**config.mk**
```make
export PLATFORM = sky130hd
export DESIGN_NAME = music_card_port_sysex_translator
export DESIGN_NICKNAME = d
export VERILOG_FILES = /design/src/rtl/mcps_pkg.sv /design/src/rtl/mcps_filter.sv /design/src/rtl/mcps_burst.sv /design/src/rtl/music_card_port_sysex_translator.sv
export SDC_FILE = /design/constraint.sdc
export NUM_CORES = 1
export LEC_CHECK = 0
export BUFFER_PORTS_ARGS = -buffer_cell sky130_fd_sc_hd__buf_2
export CAP_MARGIN = 10
export CORE_MARGIN = 5
export CORE_UTILIZATION = 45
export CTS_CLUSTER_DIAMETER = 30
export DETAILED_ROUTE_END_ITERATION = 16
export PLACE_DENSITY = 0.6
export SLEW_MARGIN = 20
export SYNTH_ARGS = -nofsm -noshare
export SYNTH_HDL_FRONTEND = slang
export SYNTH_SLANG_ARGS = --single-unit
```
**constraint.sdc**
```tcl
create_clock -name clk -period 10.2 [get_ports clk]
set_input_delay 0.51 -clock clk [delete_from_list [all_inputs] [get_ports clk]]
set_output_delay 0.51 -clock clk [all_outputs]
set_load 0.005 [all_outputs]
```
**src/rtl/mcps_pkg.sv**
```systemverilog
// mcps_pkg: word types, port codes and midi constants for the sysex translator
// no dependencies; imported by every module of the block
package mcps_pkg;

	// burst buffer depth: longest parameter-change message
	localparam int MaxWords = 9;
	localparam int CntW     = $clog2(MaxWords + 1);

	typedef logic [CntW-1:0] cnt_t;

	typedef struct packed {
		logic       op;
		logic [3:0] port_offset;
		logic [7:0] write_data;
	} in_word_t;

	typedef struct packed {
		logic       kind;
		logic [7:0] value;
		logic       last;
	} out_word_t;

	// words caused by one access, emitted from bytes[0] upward
	typedef struct packed {
		cnt_t                       count;
		logic                       kind;
		logic [MaxWords-1:0][7:0]   bytes;
	} burst_t;

	// access kinds
	localparam logic OP_READ  = 1'b0;
	localparam logic OP_WRITE = 1'b1;

	// result kinds
	localparam logic KIND_READ = 1'b0;
	localparam logic KIND_MIDI = 1'b1;

	// port offsets
	localparam logic [3:0] PORT_DATA   = 4'd1;
	localparam logic [3:0] PORT_STATUS = 4'd2;
	localparam logic [3:0] PORT_CTRL_LO = 4'd8;
	localparam logic [3:0] PORT_CTRL_HI = 4'd11;

	localparam logic [7:0] STATUS_VAL = 8'h15;
	localparam logic [7:0] MODE_ON    = 8'h00;
	localparam logic [7:0] MODE_OFF   = 8'h10;

	// midi bytes
	localparam logic [7:0] SYX_START  = 8'hF0;
	localparam logic [7:0] SYX_END    = 8'hF7;
	localparam logic [7:0] HDR_MAKER  = 8'h43;
	localparam logic [7:0] HDR_GROUP  = 8'h75;
	localparam logic [7:0] HDR_LIST   = 8'h71;
	localparam logic [7:0] PARAM_CHG  = 8'h18;
	localparam logic [7:0] FOUR_FLAG  = 8'h40;
	localparam logic [7:0] PARAM_MASK = 8'h3F;

	// expected parameter-list header, one byte per match step
	function automatic logic [7:0] hdr_byte(input logic [1:0] k);
		logic [7:0] r;
		case (k)
			2'd0:    r = SYX_START;
			2'd1:    r = HDR_MAKER;
			2'd2:    r = HDR_GROUP;
			2'd3:    r = HDR_LIST;
			default: r = SYX_START;
		endcase
		return r;
	endfunction

endpackage

```
**src/rtl/mcps_filter.sv**
```systemverilog
// mcps_filter: port decode, mode/data registers and sysex translation state
// depends on mcps_pkg; builds the burst of result words for one access
module mcps_filter
	import mcps_pkg::*;
(
	input  logic     clk,
	input  logic     arst_n,
	input  logic     fire,
	input  in_word_t item,
	output burst_t   desc
);

	logic             data_mode_q, data_mode_d;
	logic [7:0]       last_byte_q, last_byte_d;
	logic             in_sysex_q, in_sysex_d;
	logic             translating_q, translating_d;
	logic [2:0]       hdr_cnt_q, hdr_cnt_d;
	logic [1:0]       param_cnt_q, param_cnt_d;
	logic [2:0][7:0]  param_q;
	logic             param_we;
	logic [1:0]       param_idx;

	function automatic burst_t build_change(input logic [7:0] b0, input logic [7:0] b1,
			input logic [7:0] b2, input logic four, input logic [7:0] d4);
		burst_t     r;
		logic [7:0] p;
		r        = '0;
		p        = b1 & PARAM_MASK;
		r.kind   = KIND_MIDI;
		r.bytes[0] = SYX_START;
		r.bytes[1] = HDR_MAKER;
		r.bytes[2] = HDR_GROUP;
		r.bytes[3] = {4'h0, b0[3:0]};
		r.bytes[4] = PARAM_CHG | {5'd0, b0[6:4]};
		r.bytes[6] = b2;
		if (four) begin
			r.bytes[5] = p | FOUR_FLAG;
			r.bytes[7] = d4;
			r.bytes[8] = SYX_END;
			r.count    = cnt_t'(9);
		end else begin
			r.bytes[5] = p;
			r.bytes[7] = SYX_END;
			r.count    = cnt_t'(8);
		end
		return r;
	endfunction

	always_comb begin
		logic       start;
		logic       insx;
		logic [2:0] hm;
		logic       tr;
		logic [1:0] pc;
		logic [7:0] d;

		d             = item.write_data;
		start         = (d == SYX_START);
		insx          = start | in_sysex_q;
		hm            = start ? 3'd0 : hdr_cnt_q;
		tr            = start ? 1'b0 : translating_q;
		pc            = start ? 2'd0 : param_cnt_q;

		desc          = '0;
		data_mode_d   = data_mode_q;
		last_byte_d   = last_byte_q;
		in_sysex_d    = in_sysex_q;
		translating_d = translating_q;
		hdr_cnt_d     = hdr_cnt_q;
		param_cnt_d   = param_cnt_q;
		param_we      = 1'b0;
		param_idx     = pc;

		if (item.op == OP_READ) begin
			desc.count = cnt_t'(1);
			desc.kind  = KIND_READ;
			if (item.port_offset == PORT_DATA)
				desc.bytes[0] = last_byte_q;
			else if (item.port_offset == PORT_STATUS)
				desc.bytes[0] = STATUS_VAL;
		end else if (item.port_offset == PORT_DATA) begin
			last_byte_d = d;
			if (data_mode_q) begin
				in_sysex_d    = insx;
				hdr_cnt_d     = hm;
				translating_d = tr;
				param_cnt_d   = pc;
				if (!insx) begin
					// plain midi passes through
					desc.count    = cnt_t'(1);
					desc.kind     = KIND_MIDI;
					desc.bytes[0] = d;
				end else if (hm < 3'd4) begin
					if (hdr_byte(hm[1:0]) == d) begin
						hdr_cnt_d = hm + 3'd1;
						if (hm == 3'd3)
							translating_d = 1'b1;
					end else begin
						// header mismatch: flush matched bytes, then this one
						in_sysex_d    = 1'b0;
						translating_d = 1'b0;
						desc.count    = cnt_t'(hm + 3'd1);
						desc.kind     = KIND_MIDI;
						for (int k = 0; k < 5; k++) begin
							if (3'(k) < hm)
								desc.bytes[k] = hdr_byte(2'(k));
							else if (3'(k) == hm)
								desc.bytes[k] = d;
						end
					end
				end else if (!tr) begin
					// stray sysex dropped
				end else if (d == SYX_END) begin
					in_sysex_d    = 1'b0;
					translating_d = 1'b0;
					param_cnt_d   = 2'd0;
				end else if (pc == 2'd3) begin
					desc        = build_change(param_q[0], param_q[1], param_q[2], 1'b1, d);
					param_cnt_d = 2'd0;
				end else begin
					param_we    = 1'b1;
					param_cnt_d = pc + 2'd1;
					if (pc == 2'd2 && !param_q[1][6]) begin
						desc        = build_change(param_q[0], param_q[1], d, 1'b0, 8'h00);
						param_cnt_d = 2'd0;
					end
				end
			end
		end else if (item.port_offset inside {[PORT_CTRL_LO:PORT_CTRL_HI]}) begin
			if (d == MODE_ON)
				data_mode_d = 1'b1;
			else if (d == MODE_OFF)
				data_mode_d = 1'b0;
		end
	end

	always_ff @(posedge clk or negedge arst_n) begin
		if (!arst_n) begin
			data_mode_q   <= 1'b1;
			last_byte_q   <= 8'h00;
			in_sysex_q    <= 1'b0;
			translating_q <= 1'b0;
			hdr_cnt_q     <= 3'd0;
			param_cnt_q   <= 2'd0;
		end else if (fire) begin
			data_mode_q   <= data_mode_d;
			last_byte_q   <= last_byte_d;
			in_sysex_q    <= in_sysex_d;
			translating_q <= translating_d;
			hdr_cnt_q     <= hdr_cnt_d;
			param_cnt_q   <= param_cnt_d;
		end
	end

	// parameter entry bytes, only read after being written
	always_ff @(posedge clk) begin
		if (fire && param_we)
			param_q[param_idx] <= item.write_data;
	end

endmodule

```
**src/rtl/mcps_burst.sv**
```systemverilog
// mcps_burst: result register that shifts out a burst one word per handshake
// depends on mcps_pkg; loads a burst_t from mcps_filter
module mcps_burst
	import mcps_pkg::*;
(
	input  logic      clk,
	input  logic      arst_n,
	input  logic      src_valid,
	output logic      src_ready,
	input  burst_t    desc,
	output logic      out_valid,
	input  logic      out_ready,
	output out_word_t out_data
);

	cnt_t                     rem_q;
	logic                     kind_q;
	logic [MaxWords-1:0][7:0] bytes_q;
	logic                     load;
	logic                     take;

	assign out_valid = (rem_q != '0);
	assign take      = out_valid && out_ready;
	// free, or the final word leaves this cycle
	assign src_ready = (rem_q == '0) || (rem_q == cnt_t'(1) && out_ready);
	assign load      = src_valid && src_ready;

	assign out_data.kind  = kind_q;
	assign out_data.value = bytes_q[0];
	assign out_data.last  = (rem_q == cnt_t'(1));

	always_ff @(posedge clk or negedge arst_n) begin
		if (!arst_n) begin
			rem_q <= '0;
		end else if (load) begin
			rem_q <= desc.count;
		end else if (take) begin
			rem_q <= rem_q - cnt_t'(1);
		end
	end

	always_ff @(posedge clk) begin
		if (load) begin
			kind_q  <= desc.kind;
			bytes_q <= desc.bytes;
		end else if (take) begin
			bytes_q <= {8'h00, bytes_q[MaxWords-1:1]};
		end
	end

endmodule

```
**src/rtl/music_card_port_sysex_translator.sv**
```systemverilog
// path: an accepted word is held in the input register, and its result words are loaded into the
//   result register once that register can take them; the first result word is shown from there
//   (a busy result register keeps the word waiting in the input register)
// throughput: one input word per cycle when each causes at most one result and the output is
//   not stalled; an access causing several result words (up to 9) holds the input until the single
//   word-wide result register has shifted its burst out one word per handshake
// reset: arst_n clears all control state; data mode comes up on, no result pending
module music_card_port_sysex_translator
	import mcps_pkg::*;
(
	input  logic      clk,
	input  logic      arst_n,
	input  logic      in_valid,
	output logic      in_ready,
	input  in_word_t  in_data,
	output logic      out_valid,
	input  logic      out_ready,
	output out_word_t out_data
);

	// input register
	logic     valid_s1;
	in_word_t item_s1;

	// handshake into the burst register
	logic   burst_ready;
	logic   fire;
	burst_t desc;

	// the input word is processed when the burst register can take its results
	assign fire     = valid_s1 && burst_ready;
	// input register frees up in the same cycle its word moves on
	assign in_ready = !valid_s1 || fire;

	always_ff @(posedge clk or negedge arst_n) begin
		if (!arst_n) begin
			valid_s1 <= 1'b0;
		end else if (in_ready) begin
			valid_s1 <= in_valid;
		end
	end

	always_ff @(posedge clk) begin
		if (in_valid && in_ready)
			item_s1 <= in_data;
	end

	// decode and sysex translation, state advances when the word is consumed
	mcps_filter u_filter (
		.clk    (clk),
		.arst_n (arst_n),
		.fire   (fire),
		.item   (item_s1),
		.desc   (desc)
	);

	// result register, bursts of 0..9 words; a zero-word burst just passes
	mcps_burst u_burst (
		.clk       (clk),
		.arst_n    (arst_n),
		.src_valid (valid_s1),
		.src_ready (burst_ready),
		.desc      (desc),
		.out_valid (out_valid),
		.out_ready (out_ready),
		.out_data  (out_data)
	);

endmodule

```
==> results.cfg <==
[global_routing]
global_route.overflow_total = 0
grt_util_all_layers_pct = 20.2
first_pass_grt_wire_length_mm = 22.4
first_global_vias = 3863
initial_antenna_violation_count = 0
pin_count_of_the_biggest_net_entering_global_routing = 73

[cells_and_area]
fillCellCount = 1089
count_of_antenna_diodes_in_the_layout = 0
multiInputGateArea_mm2 = 0.00197
area_added_between_synthesis_and_finish_pct = 14.9
seqCellArea_mm2 = 0.00356
layout.cell_area.non_filler_mm2 = 0.00661
nNetsFinal = 538
final_layout_size_suffix_gt1_share_pct = 16.2
layout_common_cells = 101 x edfxtp_1, 56 x nand2_1, 41 x o21ai_0, 31 x nor2_1, 28 x buf_2
most_common_library_cell_in_the_layout_ignoring_fill_and_taps = edfxtp_1

[clock_network]
post_cts.resized_instances = 0
cts_buffers = 17
cts_tree = built
cts_max_level = 4
worstSkewPairLatency_ns = 0.42
cts_root_buf = clkbuf_16
cts-hold-fix-buffers = 0
clock_sink_count = 122
post_cts.repair.setup_buffers = 0
buffer_levels_on_the_longest_clock_path = 2
clock_input_transition_at_the_sequential_cells_of_the_worst_setup_and_hold_paths_ns = 0.06

[synth]
ys_seq_elements = 122
ys.flop_type = edfxtp_1
synth_sequential_area_ratio_pct = 61.8
synth-warning-count = 0
post_synth_instance_area_mm2 = 0.00576
synth_largest_type_area_fraction_pct = 52.7
synth_area_leaders = edfxtp_1 53%, dfrtp_1 8.7%, nand2_1 3.7%
synthesis.nets = 517
synthesis.instances = 490
synth-edff-count = 101
post_synth.cell_area_avg_um2 = 11.7
synth.lib_cells_used.distinct = 67
synth_async_sr_flop_share_pct = 17.2
synth_area_leader_cell = edfxtp_1

[timing]
worst_clock_skew_ns = 0.00707
report.final.hold_viol_count = 0
fin_hold_ws_ns = 0.0884
setup-tns-final_ns = 0
worst_slack_ns = 6.34
finalSetupViolCount = 0
grt_setup_unrepaired = false
timing.final.crit_period_ns = 3.86
slew_violations = 0
slew_headroom_pct = 26.2
worst-slew-pin-transition_ns = 1.10
share_of_the_cycle_needed_by_the_critical_path_after_routing_pct = 37.8
maxClockFrequency_mhz = 259

[critical_path]
cp-start-kind = register
worstPathMaxFanout = 16
worst_path_max_delay_cell = a2111oi_0
timing.critical_path.to_type = register
timing.critical_path.cells = nor4_2, nand2_1, nand2_1, inv_1, ha_1, nor4bb_1, a2bb2oi_1, a2111oi_0, o21ai_0, a21oi_1
cp.arrival_ns = 4.12
critical_path_s_most_frequent_cell = nand2_1
setup.worst_path.class = reg -> reg
max_stage_delay_ns = 0.87
timing.critical_path.required_ns = 10.46

[floorplan]
floorplan.io_pins = 29
die_width_um = 123
die_height_um = 123
design.die.area_mm2 = 0.0152
floorplan.core_area_mm2 = 0.0126
initial_utilization_pct = 45.8
floorplan.rows = 41

[placed_design]
postPlaceCellArea_mm2 = 0.00601
detailedPlace.worstSlack_ns = 6.44
placement.io_buffers = 28
detailedPlacementHpwl_mm = 9.28
place_congestion = 0.866

[worst_hold_path]
hold_path.class = in -> async

[outcome]
status = finished clean

[power_and_ir_drop]
total_leakage_power_nw = 2.49
ir_worst_vdd_mv = 0.158
power_density_mw_per_mm2 = 271
totalPowerFinal_mw = 1.79

[routing]
drt_iter0_markers = 409
routed_via_density = 5.71
wirelength_mm = 14.4
route.antenna.remaining_nets = 0
via_count = 3973
drtPass1Iterations = 5
routed_wl_per_cell_um = 20.7
drt_drc_violations_left = 0

[job]
max_cap_viol_count = 0
state kept, by name (all words and copies together) (netlist names):
signal,flops
u_filter.data_mode_q,1
u_burst.rem_q,4
u_filter.param_q,22
u_filter.hdr_cnt_q,3
item_s1,13
u_burst.out_data,8
u_filter.in_sysex_q,1
u_burst.bytes_q,57
u_filter.translating_q,1
u_filter.last_byte_q,8
u_filter.param_cnt_q,2
u_burst.kind_q,1
valid_s1,1
metrics by stage:
stage	utilization, %	cells
2_1_floorplan	-	490
3_3_place_gp	47.8	664
3_5_place_dp	47.8	664
4_1_cts	52.6	696
5_1_grt	52.6	696
6_report	52.6	696
path summary, 6_finish.rpt:
kind / from / endpoint / slack (ns) / depth (start not counted)
min in group clk: in_data[7] / item_s1[7]$_DFFE_PP_ / 0.27 / 1
min: arst_n / u_filter.param_cnt_q[0]$_DFFE_PN0P_ / 0.09 / 1
max in group asynchronous: arst_n / u_filter.last_byte_q[7]$_DFFE_PN0P_ / 9.73 / 1
max: item_s1[1]$_DFFE_PP_ / u_burst.out_data[3]$_DFFE_PP_ / 6.34 / 10
max reg2reg: item_s1[1]$_DFFE_PP_ / u_burst.out_data[3]$_DFFE_PP_ / 6.34 / 10
min reg2reg: u_burst.bytes_q[55]$_DFFE_PP_ / u_burst.bytes_q[47]$_SDFFCE_PP0P_ / 0.52 / 1
power by group:
| group | switching [mW] | leakage (nW) | internal, mW |
|---|---|---|---|
| clock network | 0.224 | 0.284 | 0.384 |
| logic | 0.222 | 0.985 | 0.146 |
| registers | 0.0680 | 1.22 | 0.746 |
layout make-up:
| type | count | share of cell area, % |
|---|---|---|
| Sequential cell | 122 | 53.8 |
| Multi-Input combinational cell | 316 | 29.9 |
| Clock buffer | 18 | 6.49 |
| Tap cell | 172 | 3.25 |
| Timing Repair Buffer | 35 | 2.91 |
| Clock inverter | 14 | 2.57 |
| Inverter | 19 | 1.08 |
cell families after synthesis:
logic type               Yosys count  share of synthesized area [%]
AO/OA/AOI/OAI                    128                           14.7
XOR/XNOR                           1                          0.152
adder cells (fa/ha/maj)           10                           2.17
buffers and inverters             52                           4.02
flip-flops                       122                           61.8
multiplexers                       4                          0.761
AND/OR/NAND/NOR                  173                           16.4
worst max-delay path: cells and delay by family (launching register included):
| family | cells | cell delay, ns |
|---|---|---|
| AOI/OAI and AO/OA | 4 | 1.50 |
| adders and majority gates | 1 | 0.19 |
| buffers and inverters | 1 | 0.09 |
| DFF | 1 | 0.70 |
| and+or+nand+nor | 4 | 1.21 |
synth_stat cells, types with 9 or more instances:
library cell    n
edfxtp_1      101
nand2_1        56
o21ai_0        41
nor2_1         31
a21oi_1        26
clkbuf_1       21
dfrtp_1        20
inv_1          18
and2_1         17
ha_1           10
nand3_1        10
a221o_1         9
buf_4           9
nand4_1         9
routing by layer:
layer	vias up	GRT usage (%)	share of wire (%)	routed length, um
met5	-	0	0	0
met2	123	31.4	47	6840
li1	1871	-	-	-
met4	0	8.44	2.4	346
met1	1953	27.6	45	6510
met3	26	4.30	4.9	713
Note: power is estimated with default switching activity, not from simulation.
